`src/rtl/avt_pkg.sv`:
```
// ----------------------------------------------------------------------------
// avt_pkg
// Shared constants and types for the affine vertex transform engine.
// ----------------------------------------------------------------------------
package avt_pkg;

  localparam int FracBits   = 16;
  localparam int Rows       = 3;
  localparam int Cols       = 4;
  localparam int MatSize    = Rows * Cols;
  localparam int StoreDepth = 2 * MatSize;
  localparam int AddrW      = $clog2(StoreDepth);
  localparam int WeightW    = 17;
  localparam int WeightOne  = 65536;
  localparam int ProdW      = 64;
  localparam int SumW       = ProdW + 3;
  localparam int CmdqDepth  = 4;
  localparam int CmdqPtrW   = $clog2(CmdqDepth);
  localparam int ResqDepth  = 8;
  localparam int ResqPtrW   = $clog2(ResqDepth);
  localparam int StagesN    = 4;

  localparam logic CmdLoad   = 1'b0;
  localparam logic CmdVertex = 1'b1;

  localparam logic [1:0] ModeAffine   = 2'd0;
  localparam logic [1:0] ModeRotScale = 2'd1;
  localparam logic [1:0] ModeSkin     = 2'd2;

  typedef struct packed {
    logic                      is_load;
    logic [AddrW-1:0]          addr;
    logic [31:0]               coef;
    logic signed [31:0]        x;
    logic signed [31:0]        y;
    logic signed [31:0]        z;
    logic [WeightW-1:0]        w;
    logic                      last;
  } item_t;

  typedef struct packed {
    logic signed [31:0] x;
    logic signed [31:0] y;
    logic signed [31:0] z;
    logic               last;
  } result_t;

endpackage

```
`src/rtl/avt_resq.sv`:
```
// ----------------------------------------------------------------------------
// avt_resq
// Result queue that holds finished vertices until popped.
// ----------------------------------------------------------------------------
module avt_resq import avt_pkg::*; (
  input  logic              clk_i,
  input  logic              rst_ni,
  input  logic              push_i,
  input  result_t           data_i,
  output logic              empty,
  input  logic              pop,
  output result_t           data_o,
  output logic [ResqPtrW:0] count_o
);

  result_t              mem_q [ResqDepth];
  logic [ResqPtrW-1:0]  wr_q, rd_q;
  logic [ResqPtrW:0]    cnt_q;
  logic                 deq;

  assign empty   = (cnt_q == '0);
  assign deq     = pop && !empty;
  assign data_o  = mem_q[rd_q];
  assign count_o = cnt_q;

  always_ff @(posedge clk_i or negedge rst_ni) begin
    if (!rst_ni) begin
      wr_q  <= '0;
      rd_q  <= '0;
      cnt_q <= '0;
    end else begin
      if (push_i) wr_q <= wr_q + 1'b1;
      if (deq)    rd_q <= rd_q + 1'b1;
      cnt_q <= cnt_q + (push_i ? 1'b1 : 1'b0) - (deq ? 1'b1 : 1'b0);
    end
  end

  always_ff @(posedge clk_i) begin
    if (push_i) begin
      mem_q[wr_q] <= data_i;
    end
  end

endmodule

```
`config.mk`:
```
export PLATFORM = sky130hd
export DESIGN_NAME = avt_resq
export DESIGN_NICKNAME = d
export VERILOG_FILES = /design/src/rtl/avt_pkg.sv /design/src/rtl/avt_resq.sv
export SDC_FILE = /design/constraint.sdc
export NUM_CORES = 1
export LEC_CHECK = 0
export BUFFER_PORTS_ARGS = -buffer_cell sky130_fd_sc_hd__buf_2
export CORE_AREA = 2 2 236 238
export CTS_BUF_LIST = sky130_fd_sc_hd__clkbuf_8
export DETAILED_ROUTE_END_ITERATION = 16
export DIE_AREA = 0 0 238 240
export GPL_TIMING_DRIVEN = 0
export PLACE_DENSITY = 0.73
export RECOVER_POWER = 50
export SLEW_MARGIN = 20
export SYNTH_ARGS = -nofsm -noshare
export SYNTH_HDL_FRONTEND = slang
export SYNTH_SLANG_ARGS = --single-unit
```
`constraint.sdc`:
```
create_clock -name clk_i -period 15 [get_ports clk_i]
set_input_delay 1.5 -clock clk_i [delete_from_list [all_inputs] [get_ports clk_i]]
set_output_delay 1.5 -clock clk_i [all_outputs]
set_load 0.01 [all_outputs]
```
# After elaboration in Yosys (flattened, before gate mapping)
# Memories as Yosys holds them, arrays and structs flattened.
# Index checks and enable logic that the tools add are counted.
dict set report word_totals {
  ram_bits 776
  latchBits 0
  ff_bits 10
  n_memories 1
  output_inout_bits 102
  romBits 0
  word_cells 15
}
# name words width read_ports rd_ports_with_merged_regs write_ports line_no
set memory_table {}
lappend memory_table {mem_q 8 97 1 0 1 avt_resq.sv:16} ;# result_t mem_q [ResqDepth];
dict set report op_classes {
  order_cmp 0
  eq_ne 0
  div 0
  n_mux 4
  n_addsub 4
  n_reduce_logical 3
  multipliers 0
  shift 0
  bitwise 0
}
# cell n
set op_table {}
lappend op_table {{adder 3 x 1 -> 3 bit, second input constant} 2}
lappend op_table {{adder 4 x 1 -> 4 bit} 1}
lappend op_table {{zero test 4 bit} 1}
lappend op_table {{two-way mux 1 bit} 4}
lappend op_table {{subtractor 4 x 1 -> 4 bit} 1}
lappend op_table {{logical AND 1 bit} 1}
lappend op_table {{zero test 1 bit} 1}

# Logic depth before layout (Yosys ltp)
# Gate-level depths: netlist of the first run.
dict set report logic_depth {
  ltp_word 5
  mapped_depth 11
  ltp_nobuf 11
}

# Least setup slack after synthesis of the first run
# OpenSTA, ideal clock, no wires.
dict set report synth_timing {
  path_kind {input to register}
  from {input push_i}
  to {memory mem_q[0][0] (netlist bit), enable pin}
  n_path_buf 0
  setup_time_ps 671
  setup_slack_ps 6172
  arrival_ps 8156
  stages 2
  path_cell_list {nand2b_1 > nor3_1}
}
dict set report synth_between {
  elab_chain_len 2
}
# item line_no
set synth_rtl {}
lappend synth_rtl {{from (decl)} avt_resq.sv:8} ;# input logic push_i,
lappend synth_rtl {{two-way mux 1 bit} avt_resq.sv:39} ;# if (push_i) begin
lappend synth_rtl {{two-way mux 1 bit (implied by the code)} avt_resq.sv:40} ;# mem_q[wr_q] <= data_i;
lappend synth_rtl {{to (decl)} avt_resq.sv:16}
# Every way passes these cells.

==> results of run 1 <==
[critical path, delay by kind of cell, from the launching register on]
family | cells | cell delay [ns]
flip-flops | 1 | 0.35
multiplexers | 1 | 0.44
buffers and inverters | 4 | 1.60
[layer usage]
| metal | global-route usage, % | part of all wire [%] | wire [um] |
|---|---|---|---|
| met1 | 29.6 | 42 | 24900 |
| met2 | 35.1 | 50 | 29900 |
| met3 | 4.86 | 6.5 | 3910 |
| met4 | 6.97 | 1.8 | 1090 |
| met5 | 0 | 0.090 | 54 |
[placed cells by master, fill, tap and decap left out, drive strengths merged, types with 7 or more instances in the layout]
| master | Yosys | final |
|---|---|---|
| edfxtp | 776 | 776 |
| clkbuf | 13 | 237 |
| buf | 42 | 207 |
| mux4 | 194 | 194 |
| mux2 | 99 | 99 |
| clkinv | 0 | 49 |
| inv | 7 | 42 |
| dfrtp | 10 | 10 |
| ha | 7 | 7 |
| nor2 | 7 | 7 |
[stage by stage]
step                      util (%)  power, mW
after global placement        57.8       5.08
after detailed placement      59.8       5.14
after global routing          63.4       6.93
final                         63.4       6.62
after floorplan                  -       4.31
after CTS                     63.7       6.73
[power by group through the flow]
stage / clock network, mW / logic, mW / registers, mW
CTS: 1.62 / 2.29 / 2.82
finish: 1.58 / 2.22 / 2.82
global placement: 0 / 2.11 / 2.97
global route: 1.71 / 2.38 / 2.84
detailed placement: 0 / 2.28 / 2.87
floorplan: 0 / 1.41 / 2.90
[sequential cells by signal, indices dropped and copies added (netlist names)]
register,flops
count_o,4
wr_q,3
rd_q,3
mem_q,776
[layout make-up]
class                      instances  share of cell area [%]
timing repair buffer             265                    5.55
multi-input combinational        327                    16.6
tap                              704                    2.54
clock inverter                    89                    1.26
antenna                            2                  0.0144
clock buffer                     124                    4.93
buffer                            55                    1.04
inverter                           7                  0.0758
sequential                       786                    68.0
[how the worst max path moves through the flow]
stage,startpoint,endpoint,slack [ns]
6_report,rd_q[1]$_DFFE_PN0P_,data_o[90],10.38
5_1_grt,rd_q[1]$_DFFE_PN0P_,data_o[90],10.26
4_1_cts,rd_q[1]$_DFFE_PN0P_,data_o[90],10.23
3_5_place_dp,push_i,mem_q[2][43]$_DFFE_PP_,10.95
3_3_place_gp,push_i,mem_q[0][59]$_DFFE_PP_,-1.15
2_1_floorplan,push_i,mem_q[0][0]$_DFFE_PP_,6.17
[kinds of logic after synthesis]
logic type      Yosys count  share of synthesized area, %
flops                   786                          79.4
compound gates            2                        0.0422
mux                     293                          18.5
buf+inv                  62                          1.30
fa+ha+maj                 8                         0.363
xor+xnor                  6                         0.177
simple gates             18                         0.282
[cell usage after synthesis, drive strengths merged]
master,count
nand2,4
buf,42
nor2,7
edfxtp,776
nor3b,1
dfrtp,10
nand2b,4
mux2,99
xor2,4
inv,7
nor3,2
ha,7
mux4,194
fa,1
xnor2,2
clkbuf,13
a21o,1
a21oi,1
==> out/metrics.cfg, run 1 <==
[cts]
cts_sinks=786
numCtsBuffers=117
clock_path_buffers=3
cts_setup_buffers=0
tritoncts=yes
cts.hold.buffers_added=0
clock_latency_ns=0.70
clock-root-buffer=clkbuf_8
htree_levels=3
cts.clk_slew.worst_paths_ns=0.06
cts_resized=0

[placement]
place_area_mm2=0.0327
portBuffers=202
pre_cts_ws_ns=10.95
gp_congestion=0.718
hpwl_mm=38.4
place_inst=2144

[worst_hold_path]
hold_class=reg -> reg
whs_endpoint=wr_q[1]$_DFFE_PN0P_
worstHoldPathCells=1
min_from=wr_q[1]$_DFFE_PN0P_

[worst_setup_path]
arrival_ns=3.12
reg2reg_to=mem_q[3][56]$_DFFE_PP_
cp_slowest_cell=buf_1
cpMostUsedCell=buf_2
required_ns=13.50
crit_path_max_fanout=10
cp-start-kind=flip-flop
r2r_slack_ns=11.84
slowest_delay_ns=0.65
r2r_cells=5
crit_chain=buf_2 -> buf_2 -> buf_1 -> mux2_2 -> buf_2
worstReg2RegStart=wr_q[2]$_DFFE_PN0P_
crit_type=reg -> out
endpoint_kind=primary output

[pwr]
p_comb_share_pct=33.5
power.switching_mw=1.98
internal_power_mw=4.64
clkPwrFrac_pct=23.9
ir_drop_mv=0.116
powerDensity_mw_per_mm2=191
swShare_pct=29.9
seqPwrFrac_pct=42.6
p_leak_nw=11.4

[global_routing]
grt_usage_pct=21.6
first_global_vias=14500
overflow=0
grt_pass1_wl_mm=89.1
antenna_found_initial=6
grt_max_degree=21

[sta]
fin_skew_ns=0.0211
final.setup.tns_ns=0
hold_ws_ns=0.562
finalCritPeriodShare_pct=30.8
finalSetupViolCount=0
max_freq_mhz=216
final.min_clock_period_ns=4.62
final.setup.worst_slack_ns=10.38
tightestPinTransition_ns=1.55
rsz0062_at_grt=no
maxSlewViolCount=20
slew-limit-headroom_pct=-3.91
hold_violations=0

[route]
antenna_left=0
via_per_inst=5.78
drc=0
drt-total-wl_mm=59.9
drt_iter0_drc=1142
dr.pass1.iters=5
wl_per_cell_um=25.4
vias=13600

[final_layout]
area_growth_pct=16.7
drive_above_1_share_pct=38.4
final_area_mm2=0.0346
final-seq-area_mm2=0.0236
multi_input_area_mm2=0.00575
fill_cells=3629
final_nets=1668
final_cells=2359

[synth]
ys_ff_latch=786
yosysSeqAreaShare_pct=79.4
yosys.area.top_type=edfxtp_1
syn_area_mm2=0.0297
synth.top_cells.by_area=edfxtp_1 79%, mux4_2 15%, mux2_2 3.8%
synth_fp_nets=1284
ys_warn_count=0
avgSynthCellArea_um2=25.3
synthCells=1175
synth_top_area_share_pct=78.5
synth.distinct_cells=20

[floorplanning]
core_mm2=0.0547
die_h_um=240
rows=86
pin_count=203
die_w_um=238
start_util_pct=54.3
die_area_mm2=0.0571

[run_status]
violations=capacitance limit, slew limit
status=finished, violations left

[job]
maxCapViolCount=2

No activity file was read; power rests on OpenSTA's default activity.
==> inputs of run 2 (changes only) <==
--- a/config.mk
+++ b/config.mk
@@ -11,7 +11,7 @@
 export DETAILED_ROUTE_END_ITERATION = 16
 export DIE_AREA = 0 0 238 240
 export GPL_TIMING_DRIVEN = 0
-export PLACE_DENSITY = 0.73
+export PLACE_DENSITY = 0.76
 export RECOVER_POWER = 50
 export SLEW_MARGIN = 20
 export SYNTH_ARGS = -nofsm -noshare
==> constraint.sdc (replaced) <==
create_clock -name clk_i -period 4.05 [get_ports clk_i]
set_input_delay 0.405 -clock clk_i [delete_from_list [all_inputs] [get_ports clk_i]]
set_output_delay 0.405 -clock clk_i [all_outputs]
set_load 0.01 [all_outputs]
==> out/metrics.cfg, run 2 (synthesis gave the netlist of run 1 again) <==
[run_status]
status=finished clean

[route]
vias=14100  ; +3.4%
via_per_inst=5.75  ; -0.47%
antenna_left=0  ; unchanged
dr.pass1.iters=5  ; unchanged
drc=0  ; unchanged
drt-total-wl_mm=60.9  ; +1.6%
wl_per_cell_um=24.8  ; -2.2%
drt_iter0_drc=1164  ; +1.9%

[worst_setup_path]
cp_slowest_cell=buf_1
endpoint_kind=primary output
slowest_delay_ns=0.61  ; -0.04 ns
required_ns=3.64  ; -9.86 ns
crit_chain=buf_2 -> buf_2 -> buf_1 -> mux4_2 -> mux2_2 -> buf_2
arrival_ns=3.14  ; +0.02 ns
cp_top_family=buffers and inverters
crit_path_max_fanout=10  ; unchanged
critPathBufInv=4  ; unchanged
crit_type=reg -> out
cp-start-kind=flip-flop
cpMostUsedCell=buf_2

[cts]
cts_sinks=786  ; unchanged
cts.clk_slew.worst_paths_ns=0.07  ; about the same
numCtsBuffers=130  ; +11%
clock_path_buffers=3  ; unchanged
cts_resized=0  ; unchanged
clock-root-buffer=clkbuf_8
cts.hold.buffers_added=101  ; +101
htree_levels=4  ; +1
cts_setup_buffers=0  ; unchanged
clock_latency_ns=0.75  ; +0.05 ns
tritoncts=yes

[global_routing]
antenna_found_initial=6  ; unchanged
overflow=0  ; unchanged
grt_pass1_wl_mm=90.9  ; +2.0%
grt_usage_pct=22.1  ; +0.51 points
grt_max_degree=22  ; +4.8%
first_global_vias=15000  ; +3.1%

[final_layout]
area_growth_pct=20.6
final_area_mm2=0.0358  ; +3.3%
multi_input_area_mm2=0.00577  ; +0.30%
fill_cells=3564  ; -1.8%
final_nets=1769  ; +6.1%
final-seq-area_mm2=0.0236  ; unchanged
drive_above_1_share_pct=36.7  ; -1.7 points
layout_commonest_cell=edfxtp_1
largest_register_ffs=776  ; unchanged
mostFrequentLayoutCells=776 x edfxtp_1, 194 x mux4_2, 137 x clkbuf_8
largest-register=mem_q

[sta]
finalCritPeriodShare_pct=87.6
final.min_clock_period_ns=3.55
finalSetupViolCount=0  ; unchanged
rsz0062_at_grt=no
tightestPinTransition_ns=1.39  ; -0.165 ns
slew-limit-headroom_pct=7.13  ; +11 points
maxSlewViolCount=0  ; -100%
hold_violations=0  ; unchanged
max_freq_mhz=282
fin_skew_ns=0.0257  ; +0.00465 ns
final.setup.tns_ns=0  ; unchanged

[floorplanning]
core_mm2=0.0547  ; unchanged
rows=86  ; unchanged
pin_count=203  ; unchanged
start_util_pct=54.3  ; unchanged
die_h_um=240  ; unchanged
die_w_um=238  ; unchanged
die_area_mm2=0.0571  ; unchanged

[placement]
portBuffers=202  ; unchanged
gp_congestion=0.697  ; -2.9%
place_area_mm2=0.0327  ; about the same
hpwl_mm=37.7  ; -1.8%

[pwr]
p_leak_nw=11.8  ; +4.1%
powerDensity_mw_per_mm2=696  ; +260%
ir_drop_mv=0.470  ; +310%

[job]
maxCapViolCount=0  ; -2

[worst_hold_path]
hold_class=in -> reg

==> run 2: per-layer routing <==
metal  routed length (um)  up-vias  GRT usage, %
li1                     -     6036             -
met1                25200     7481          29.8
met2                30500      491          35.8
met3                 3960       89          5.79
met4                 1220        6          7.10
met5                   34        -             0
==> run 2: layout make-up <==
type	count	share of cell area, %
repair buffers	353	8.19
plain buffers	55	1.00
inverters	7	0.0734
multi-input cells	327	16.1
clock buffers	137	5.27
flip-flops and latches	786	65.8
clock inverters	80	1.07
well taps	704	2.46
diodes	2	0.0140
==> run 2: path summary, 6_finish.rpt <==
kind                       slack, ns                endpoint                start  depth (start not counted)
max                             0.50              data_o[86]  rd_q[2]$_DFFE_PN0P_                          6
min                             0.45     wr_q[0]$_DFFE_PN0P_               push_i                          3
max reg2reg                     0.88  mem_q[4][45]$_DFFE_PP_  wr_q[0]$_DFFE_PN0P_                          5
min reg2reg                     0.55     wr_q[1]$_DFFE_PN0P_  wr_q[1]$_DFFE_PN0P_                          1
max in group asynchronous       3.07     rd_q[1]$_DFFE_PN0P_               rst_ni                          3
min in group asynchronous       0.66    count_o[3]$_DFF_PN0_               rst_ni                          3
==> run 2: report_power, final <==
| part | leakage, nW | internal (mW) | switching (mW) |
|---|---|---|---|
| logic | 3.39 | 4.05 | 4.26 |
| clock network | 1.29 | 3.22 | 2.93 |
| registers | 7.17 | 10.2 | 0.260 |
| total | 11.8 | 17.5 | 7.46 |
==> run 2: per-stage QoR <==
step           std cells  worst slack (ns)  hold slack [ns]  utilization, %  power (mW)
6_report            2451             0.502            0.450            65.5        24.9
5_1_grt             2450             0.340            0.435            65.5        26.1
4_1_cts             2449             0.364            0.367            65.8        25.3
3_5_place_dp        2131              1.23            0.285            59.8        19.1
3_3_place_gp        2081             -5.50            0.273            57.8        18.6
2_1_floorplan       1175             -1.17            0.109               -        15.9
==> run 2: worst reg2reg max path: stages (launching register included) <==
cell and delay [ns]:
dfrtp_1 0.50, nand2b_1 0.22, nor2_1 0.63, clkbuf_1 1.00, buf_12 0.29, buf_16 0.20
